## src/sv/arpc_pkg.sv

```systemverilog
`timescale 1ns / 1ps
// ----------------------------------------------------------------------------
// arpc_pkg
// Shared widths, operation codes and defaults for the address cache.
// ----------------------------------------------------------------------------
package arpc_pkg;

    localparam int IP_W        = 32;
    localparam int MAC_W       = 48;
    localparam int SLOT_W      = 3;
    localparam int OP_W        = 2;
    localparam int ENTRIES_DEF = 8;

    localparam logic [OP_W-1:0] OP_LOOKUP = 2'd0;
    localparam logic [OP_W-1:0] OP_UPDATE = 2'd1;
    localparam logic [OP_W-1:0] OP_CLEAR  = 2'd2;

endpackage

```

## src/sv/arpc_table.sv

```systemverilog
`timescale 1ns / 1ps
// ----------------------------------------------------------------------------
// arpc_table
// Key and hardware-address memories with registered reads, plus
// per-entry occupancy flags that a clear drops all together.
// ----------------------------------------------------------------------------
module arpc_table
    import arpc_pkg::*;
#(
    parameter int ENTRIES = ENTRIES_DEF,
    parameter int IDX_W   = (ENTRIES > 1) ? $clog2(ENTRIES) : 1
)
(
    input  logic             clk,
    input  logic             rst_n,
    input  logic [IDX_W-1:0] key_rd_idx,
    input  logic [IDX_W-1:0] mac_rd_idx,
    input  logic             wr_en,
    input  logic [IDX_W-1:0] wr_idx,
    input  logic [IP_W-1:0]  wr_key,
    input  logic [MAC_W-1:0] wr_mac,
    input  logic             clr,
    output logic [IP_W-1:0]  key_q,
    output logic             vld_q,
    output logic [MAC_W-1:0] mac_q
);

    logic [IP_W-1:0]  key_mem [ENTRIES];
    logic [MAC_W-1:0] mac_mem [ENTRIES];
    logic [ENTRIES-1:0] valid_reg;

    always_ff @(posedge clk)
    begin
        if (wr_en)
        begin
            key_mem[wr_idx] <= wr_key;
        end
        key_q <= key_mem[key_rd_idx];
    end

    always_ff @(posedge clk)
    begin
        if (wr_en)
        begin
            mac_mem[wr_idx] <= wr_mac;
        end
        mac_q <= mac_mem[mac_rd_idx];
    end

    // an entry without its flag reads as empty
    always_ff @(posedge clk or negedge rst_n)
    begin
        if (!rst_n)
        begin
            valid_reg <= '0;
            vld_q     <= 1'b0;
        end
        else
        begin
            if (clr)
            begin
                valid_reg <= '0;
            end
            else if (wr_en)
            begin
                valid_reg[wr_idx] <= 1'b1;
            end
            vld_q <= valid_reg[key_rd_idx];
        end
    end

endmodule

```

## src/sv/arp_address_cache.sv

```systemverilog
`timescale 1ns / 1ps
// ----------------------------------------------------------------------------
// arp_address_cache
// Maps nonzero IPv4 addresses to 48-bit hardware addresses in a small table.
// ----------------------------------------------------------------------------
// Input beats carry operation, ip_address and mac_in; each gives exactly one
// output beat with hit, mac_out and slot. Operation lookup returns the first
// matching entry, update overwrites the match or fills the lowest empty entry
// (entry 0 when full), clear empties the table. Address zero never matches.
// One item at a time: a lookup or update scans the key memory one entry per
// cycle through its registered read port, stopping at the first match.
// Clear, address zero and unused codes skip the scan.
// The next beat is taken the cycle after the result is registered. The
// result register holds its beat until taken, and a new result waits
// behind it, so a receiver that stalls also holds off the input.
// Reset empties every entry at once; stored hardware addresses are not
// cleared, and no sweep is needed after reset.
// ----------------------------------------------------------------------------
module arp_address_cache
    import arpc_pkg::*;
#(
    parameter int ENTRIES = ENTRIES_DEF
)
(
    input  logic              clk,
    input  logic              rst_n,
    input  logic              in_valid,
    output logic              in_stall,
    input  logic [OP_W-1:0]   operation,
    input  logic [IP_W-1:0]   ip_address,
    input  logic [MAC_W-1:0]  mac_in,
    output logic              out_valid,
    input  logic              out_stall,
    output logic              hit,
    output logic [MAC_W-1:0]  mac_out,
    output logic [SLOT_W-1:0] slot
);

    localparam int IDX_W = (ENTRIES > 1) ? $clog2(ENTRIES) : 1;
    localparam logic [IDX_W-1:0] LAST_IDX = IDX_W'(ENTRIES - 1);

    typedef enum logic [2:0] {
        ST_IDLE,
        ST_SCAN,
        ST_MAC_RD,
        ST_WRITE,
        ST_RESP
    } state_t;

    state_t             state_reg;
    logic [OP_W-1:0]    op_reg;
    logic [IP_W-1:0]    ip_reg;
    logic [MAC_W-1:0]   mac_in_reg;
    logic [IDX_W-1:0]   rd_idx_reg;
    logic               rd_on_reg;
    logic [IDX_W-1:0]   cmp_idx_reg;
    logic               cmp_on_reg;
    logic               empty_seen_reg;
    logic [IDX_W-1:0]   empty_idx_reg;
    logic [IDX_W-1:0]   wr_idx_reg;
    logic               res_hit_reg;
    logic               res_mac_sel_reg;
    logic [SLOT_W-1:0]  res_slot_reg;
    logic               out_valid_reg;
    logic               hit_reg;
    logic [MAC_W-1:0]   mac_out_reg;
    logic [SLOT_W-1:0]  slot_reg;

    logic [IP_W-1:0]    key_q;
    logic               vld_q;
    logic [MAC_W-1:0]   mac_q;
    logic               cmp_match;
    logic               cmp_last;
    logic               rd_last;
    logic [IDX_W-1:0]   upd_idx;
    logic               in_beat;
    logic               clr;
    logic               tbl_we;

    assign in_stall  = (state_reg != ST_IDLE);
    assign in_beat   = in_valid && !in_stall;
    assign clr       = in_beat && (operation == OP_CLEAR);
    assign tbl_we    = (state_reg == ST_WRITE);

    assign cmp_match = vld_q && (key_q == ip_reg);
    assign cmp_last  = (cmp_idx_reg == LAST_IDX);
    assign rd_last   = (rd_idx_reg == LAST_IDX);

    // lowest empty entry, falling back to entry 0 on a full table
    always_comb
    begin
        if (empty_seen_reg)
        begin
            upd_idx = empty_idx_reg;
        end
        else if (!vld_q)
        begin
            upd_idx = cmp_idx_reg;
        end
        else
        begin
            upd_idx = '0;
        end
    end

    arpc_table #(
        .ENTRIES (ENTRIES),
        .IDX_W   (IDX_W)
    ) u_table (
        .clk        (clk),
        .rst_n      (rst_n),
        .key_rd_idx (rd_idx_reg),
        .mac_rd_idx (wr_idx_reg),
        .wr_en      (tbl_we),
        .wr_idx     (wr_idx_reg),
        .wr_key     (ip_reg),
        .wr_mac     (mac_in_reg),
        .clr        (clr),
        .key_q      (key_q),
        .vld_q      (vld_q),
        .mac_q      (mac_q)
    );

    always_ff @(posedge clk or negedge rst_n)
    begin
        if (!rst_n)
        begin
            state_reg       <= ST_IDLE;
            op_reg          <= OP_LOOKUP;
            ip_reg          <= '0;
            mac_in_reg      <= '0;
            rd_idx_reg      <= '0;
            rd_on_reg       <= 1'b0;
            cmp_idx_reg     <= '0;
            cmp_on_reg      <= 1'b0;
            empty_seen_reg  <= 1'b0;
            empty_idx_reg   <= '0;
            wr_idx_reg      <= '0;
            res_hit_reg     <= 1'b0;
            res_mac_sel_reg <= 1'b0;
            res_slot_reg    <= '0;
            out_valid_reg   <= 1'b0;
            hit_reg         <= 1'b0;
            mac_out_reg     <= '0;
            slot_reg        <= '0;
        end
        else
        begin
            if (out_valid_reg && !out_stall)
            begin
                out_valid_reg <= 1'b0;
            end

            unique case (state_reg)
                ST_IDLE:
                begin
                    if (in_valid)
                    begin
                        op_reg          <= operation;
                        ip_reg          <= ip_address;
                        mac_in_reg      <= mac_in;
                        rd_idx_reg      <= '0;
                        rd_on_reg       <= 1'b1;
                        cmp_on_reg      <= 1'b0;
                        empty_seen_reg  <= 1'b0;
                        res_hit_reg     <= 1'b0;
                        res_mac_sel_reg <= 1'b0;
                        res_slot_reg    <= '0;
                        if ((operation == OP_LOOKUP || operation == OP_UPDATE)
                            && ip_address != '0)
                        begin
                            state_reg <= ST_SCAN;
                        end
                        else
                        begin
                            state_reg <= ST_RESP;
                        end
                    end
                end

                ST_SCAN:
                begin
                    // read issue runs one entry ahead of the compare
                    if (rd_on_reg)
                    begin
                        if (rd_last)
                        begin
                            rd_on_reg <= 1'b0;
                        end
                        else
                        begin
                            rd_idx_reg <= rd_idx_reg + 1'b1;
                        end
                    end
                    cmp_on_reg  <= rd_on_reg;
                    cmp_idx_reg <= rd_idx_reg;

                    if (cmp_on_reg)
                    begin
                        if (!empty_seen_reg && !vld_q)
                        begin
                            empty_seen_reg <= 1'b1;
                            empty_idx_reg  <= cmp_idx_reg;
                        end
                        if (cmp_match)
                        begin
                            wr_idx_reg   <= cmp_idx_reg;
                            res_hit_reg  <= 1'b1;
                            res_slot_reg <= SLOT_W'(cmp_idx_reg);
                            if (op_reg == OP_LOOKUP)
                            begin
                                res_mac_sel_reg <= 1'b1;
                                state_reg       <= ST_MAC_RD;
                            end
                            else
                            begin
                                state_reg <= ST_WRITE;
                            end
                        end
                        else if (cmp_last)
                        begin
                            if (op_reg == OP_LOOKUP)
                            begin
                                state_reg <= ST_RESP;
                            end
                            else
                            begin
                                wr_idx_reg   <= upd_idx;
                                res_slot_reg <= SLOT_W'(upd_idx);
                                state_reg    <= ST_WRITE;
                            end
                        end
                    end
                end

                ST_MAC_RD:
                begin
                    state_reg <= ST_RESP;
                end

                ST_WRITE:
                begin
                    state_reg <= ST_RESP;
                end

                ST_RESP:
                begin
                    if (!out_valid_reg || !out_stall)
                    begin
                        out_valid_reg <= 1'b1;
                        hit_reg       <= res_hit_reg;
                        mac_out_reg   <= res_mac_sel_reg ? mac_q : '0;
                        slot_reg      <= res_slot_reg;
                        state_reg     <= ST_IDLE;
                    end
                end

                default:
                begin
                    state_reg <= ST_IDLE;
                end
            endcase
        end
    end

    assign out_valid = out_valid_reg;
    assign hit       = hit_reg;
    assign mac_out   = mac_out_reg;
    assign slot      = slot_reg;

endmodule

```

## config.mk

```make
export PLATFORM = sky130hd
export DESIGN_NAME = arp_address_cache
export DESIGN_NICKNAME = d
export VERILOG_FILES = /design/src/sv/arpc_pkg.sv /design/src/sv/arpc_table.sv /design/src/sv/arp_address_cache.sv
export SDC_FILE = /design/constraint.sdc
export NUM_CORES = 1
export LEC_CHECK = 0
export CAP_MARGIN = 20
export CORE_UTILIZATION = 38
export DETAILED_ROUTE_END_ITERATION = 12
export DONT_BUFFER_PORTS = 1
export PLACE_DENSITY_LB_ADDON = 0.3
export SYNTH_ARGS = -nofsm -noshare
export SYNTH_HDL_FRONTEND = slang
export SYNTH_SLANG_ARGS = --single-unit
```

## constraint.sdc

```tcl
create_clock -name clk -period 22 [get_ports clk]
set_input_delay 4.4 -clock clk [delete_from_list [all_inputs] [get_ports clk]]
set_output_delay 4.4 -clock clk [all_outputs]
set_load 0.02 [all_outputs]
```

# Word level (Yosys, flattened, before mapping)
# Memories as Yosys holds them, arrays and structs flattened. A register that Yosys moved wholly into a read port is not among the register bits.
# Cells that the tools add are included.
[op_classes]
addsub = 1
magnitude_cmp = 3
eq_ne = 20
muxes = 48
bitwise_logic = 1
n_reduce_logical = 34
[op_table]
columns = ["operator", "count"]
rows = [
  ["$mux 3", 16],
  ["$mux 48", 1],
  ["$eq 32x32->1", 1],
  ["$reduce_bool 32->1", 1],
  ["$reduce_and 4->1", 5],
  ["$mux 1", 19],
  ["$ne 2x2->1 const B", 9],
  ["$mux 8", 2],
  ["$pmux 3 s2", 2],
  ["$pmux 3 s4", 1],
  ["$pmux 1 s2", 5],
  ["$reduce_and 5->1", 2],
  ["$eq 3x3->1 const B", 3],
  ["$lt 3x4->1 const B", 2],
  ["$or 8x8->8", 1],
  ["$logic_and 1x1->1", 7],
  ["$eq 3x2->1 const B", 2],
  ["$ne 3x3->1 const B", 2],
  ["$reduce_and 2->1", 3],
  ["$reduce_bool 2->1", 3],
  ["$logic_not 1->1", 5],
  ["$logic_not 2->1", 2],
  ["$add 3x1->3 const B", 1],
  ["$bmux 1 s3", 1],
  ["10 further kinds", 11],
]
[totals]
ff_bits = 167
ram_bits = 640
input_bits = 86
out_inout_bits = 54
wordCells = 129
mem_count = 2
[memory_table]
columns = ["memory", "words", "width", "rd", "rd_clocked_by_memory_dff", "write_ports", "line", "source"]
rows = [
  ["u_table.mac_mem", 8, 48, 1, 1, 1, "arpc_table.sv:29", "logic [MAC_W-1:0] mac_mem [ENTRIES];"],
  ["u_table.key_mem", 8, 32, 1, 1, 1, "arpc_table.sv:28", "logic [IP_W-1:0] key_mem [ENTRIES];"],
]

# Logic depth before layout (Yosys ltp)
[depth]
word_depth = 7
ltp_mapped = 8
mapped_depth_nobuf = 6

# Hierarchy
# A second synthesis with hierarchy kept.
[unflattened]
hier_cells = 1791
area_unflattened_um2 = 32906.6
[by_module_without_submodules]
columns = ["mod", "n_inst", "cells_per_inst", "area_per_inst_um2", "seq_area_each_um2"]
rows = [
  ["arpc_table", 1, 1051, 26268.9, 21045.2],
  ["arp_address_cache", 1, 740, 6637.6, 3953.8],
]

# Worst setup path after synthesis
# No wires, ideal clock.
[synth_path]
path_kind = "reg-to-reg"
from = "register wr_idx_reg[1]"
to = "memory u_table.key_mem[2][0], enable pin"
setup_ns = 0.720
arrival_ns = 8.492
t_required_ns = 21.280
setup_slack_ns = 12.788
stages_incl_launch_ff = 4
n_path_buf = 1
synth_period_minus_slack_ns = 9.212
path_cell_list = "dfrtp_1 clkbuf_1 inv_1 nor4_1"
[synth_lines]
columns = ["element", "line", "source"]
rows = [
  ["start: declaration", "arp_address_cache.sv:60", "logic [IDX_W-1:0] wr_idx_reg;"],
  ["start signal: assignment", "arp_address_cache.sv:207", "wr_idx_reg <= cmp_idx_reg;"],
  ["start signal: assignment", "arp_address_cache.sv:228", "wr_idx_reg <= upd_idx;"],
  ["end: declaration", "arpc_table.sv:28", ""],
]
# No word-level cell before the write port.

# Worst setup path in the final report
[layout_path]
from = "register state_reg[0]"
to = "output in_stall"
[layout_via]
elab_chain_len = 1
[layout_rtl]
columns = ["element", "line", "source"]
rows = [
  ["start: declaration", "arp_address_cache.sv:50", "state_t state_reg;"],
  ["start signal: assignment", "arp_address_cache.sv:128", "state_reg <= ST_IDLE;"],
  ["start signal: assignment", "arp_address_cache.sv:172", "state_reg <= ST_SCAN;"],
  ["start signal: assignment", "arp_address_cache.sv:176", "state_reg <= ST_RESP;"],
  ["$reduce_bool 3->1", "arp_address_cache.sv:80", "assign in_stall = (state_reg != ST_IDLE);"],
  ["end: declaration", "arp_address_cache.sv:28", "output logic in_stall,"],
]
# Every way passes these cells.

==> reports/metrics.cfg <==
[cells_and_area]
nFillCells = 7203
area_growth_pct = 13.6
fin_area_sq_mm = 0.0360
reg.largest.list = u_table.mac_mem (384), u_table.key_mem (256)
largest_reg_flops = 384
num-nets-final = 2070
utilization = 0.438
stdcell_count = 3129
regMostFlops = u_table.mac_mem
antenna_cells = 0
drive_gt1_frac = 0.134

[die]
floorplan.initialDensity = 0.385
coreArea_sq_mm = 0.0824
ioPinCount = 140
core.rowCount = 105
die_w_um = 291
fp.dieH_um = 291
dieArea_sq_mm = 0.0846

[drt]
first_pass_iters = 5
ant_nets = 0
avgViaCountPerCell = 5.34
vias = 16700
wire_per_inst_um = 23.5
dr.first_iter.drc_count = 1314
route.detailed.drc = 0
routed_wl_um = 73700

[grt]
grt_util_all_layers = 0.175
antenna_found_initial = 1
grt_max_degree = 168
grt_pass1_vias = 17400
grt_pass1_wl_um = 111000
gr-total-overflow = 0

[clock_network]
cts_setup_buffers = 0
clkTransAtPathRegs_ps = 60
clockRootBuffer = clkbuf_16
cts_num_sinks = 887
cts_buffers = 90
worst_skew_pair.late_latency_ps = 650
ctsHoldBuffers = 0
cts_resized = 0
cts_max_level = 3
clockBufferDepth = 3
cts_tree = built

[setup_path]
critical_path.cell_chain = or3_1
cp.required_ps = 17600
crit_cells = 1
startpoint_type = register
cp_top_family = flip-flops
arrival_ps = 1720
path_max_fanout = 17
cp-end-kind = output pin
crit_buf_inv = 0
crit_type = reg2out
cpPeakStageDelay_ps = 580
cp_slowest_cell = dfrtp_1
r2r_cells = 6

[min_path]
min_path_type = reg2reg
holdPathStages = 2

[placed_design]
place_congestion = 0.782
pre_cts_ws_ps = 15600
dp_cells = 2959
dpl_cell_area_sq_mm = 0.0330
hpwl_um = 37800
portBuffers = 0

[synthesis]
syn_inst = 1958
synthSimpleGateAreaFrac = 0.0767
synth_compound_area_frac = 0.0599
synthArstFlopShare = 0.188
ys_seq_area_frac = 0.788
syn_area_sq_mm = 0.0317
ys_seq_elements = 887
synth_xor_area_frac = 0.00884
postSynthAreaPerCell_sq_um = 16.2
synth_cell_types = 46
synthAdderAreaFrac = 0.000789
yosysWarnings = 0
synthMuxAreaShare = 0.0523
synth_top_family_by_area = simple AND/OR/NAND/NOR gates
synth-edff-count = 640
synthesis.nets = 2046
ys_dominant_reg_cell = edfxtp_1

[pwr]
irDropWorstVdd_v = 0.000126
power_density_mw_per_mm2 = 120
p_leak_nw = 12.5
report.power.total_mw = 4.32

[run_status]
run_status = complete, no violations

[sta]
tightestPinTransition_ps = 1100
setup_viol = 0
fin_crit_sh = 0.278
skew_ps = 25.6
relSlewSlack = 0.265
fin_crit_ps = 6120
rsz0062_at_grt = no
fmax_ghz = 0.163
hold_ws_ps = 442
setup_tns_ps = 0
setup_slack_ps = 15880
final_hold_viol_count = 0
drv_slew = 0

[run]
maxCapViolCount = 0

-- where the power goes --
group / switching, mW / internal [mW]
sequential: 0.220 / 2.09
clock: 0.625 / 0.897
combinational: 0.302 / 0.187
-- Yosys cell counts (3+ instances only) --
| cell type | instances | area (sq um) |
|---|---|---|
| nand3_1 | 6 | 30.0 |
| inv_1 | 6 | 22.5 |
| o21ai_0 | 54 | 270 |
| clkbuf_1 | 83 | 312 |
| o21a_1 | 9 | 67.6 |
| dfxtp_1 | 80 | 1600 |
| nor2_1 | 11 | 41.3 |
| nor4_2 | 3 | 37.5 |
| xor2_1 | 28 | 245 |
| nand4_1 | 55 | 344 |
| mux2i_1 | 7 | 70.1 |
| a32oi_1 | 3 | 26.3 |
| nand2_1 | 459 | 1720 |
| buf_1 | 13 | 48.8 |
| mux2_1 | 3 | 33.8 |
| dfrtp_1 | 167 | 4180 |
| nor4_1 | 19 | 119 |
| a22oi_1 | 192 | 1440 |
| a21oi_1 | 3 | 15.0 |
| mux2_2 | 6 | 67.6 |
| edfxtp_1 | 640 | 19200 |
| xnor2_1 | 4 | 35.0 |
| buf_2 | 5 | 25.0 |
| nor3_1 | 10 | 50.1 |
| mux4_2 | 66 | 1490 |
-- logic make-up after synthesis --
| group | after synthesis |
|---|---|
| xor+xnor | 32 |
| fa+ha+maj | 2 |
| compound gates | 271 |
| simple gates | 575 |
| flops | 887 |
| mux | 82 |
| buf+inv | 109 |
-- placed cells by master (no fill, tap or decap), types with 28 or more instances in the layout --
cell and count:
edfxtp_1 640, nand2_1 458, a22oi_1 192, dfrtp_1 164, clkbuf_16 92, dfxtp_1 80
mux4_2 66, nand4_1 55, o21ai_0 54, buf_4 32, xor2_1 28
-- layer usage --
layer / GRT usage / part of all wire
met5: 0 / 0
met4: 0.0456 / 0.021
met1: 0.244 / 0.45
met3: 0.0291 / 0.054
met2: 0.283 / 0.47
-- worst register-to-register path, cell delays in order, from the launching register on --
cell     delay, ps
dfrtp_1        570
xor2_1         230
nor4_1         600
nand2_1        120
or4_4          600
nor3_1         700
o21a_1         180
-- worst paths after layout --
kind / slack [ps] / from / endpoint
worst max-delay path: 15880 / state_reg[0] / in_stall
worst min-delay path: 440 / u_table.mac_q[36] / mac_out[36]
worst max register to register: 18950 / ip_reg[28] / res_mac_sel_reg
worst min register to register: 440 / u_table.mac_q[36] / mac_out[36]
max in group asynchronous: 18100 / rst_n / rd_idx_reg[0]
min in group asynchronous: 3450 / rst_n / mac_out[24]
-- layout make-up --
class                           instances  area (sq um)  area share
Tap cell                             1070          1340      0.0371
Timing Repair Buffer                   34           273     0.00757
Clock buffer                          117          2460      0.0681
Multi-Input combinational cell        962          6410       0.178
Sequential cell                       887         25000       0.694
Clock inverter                         52           537      0.0149
Inverter                                7          26.3    0.000729
(Power assumes the default switching activity.)
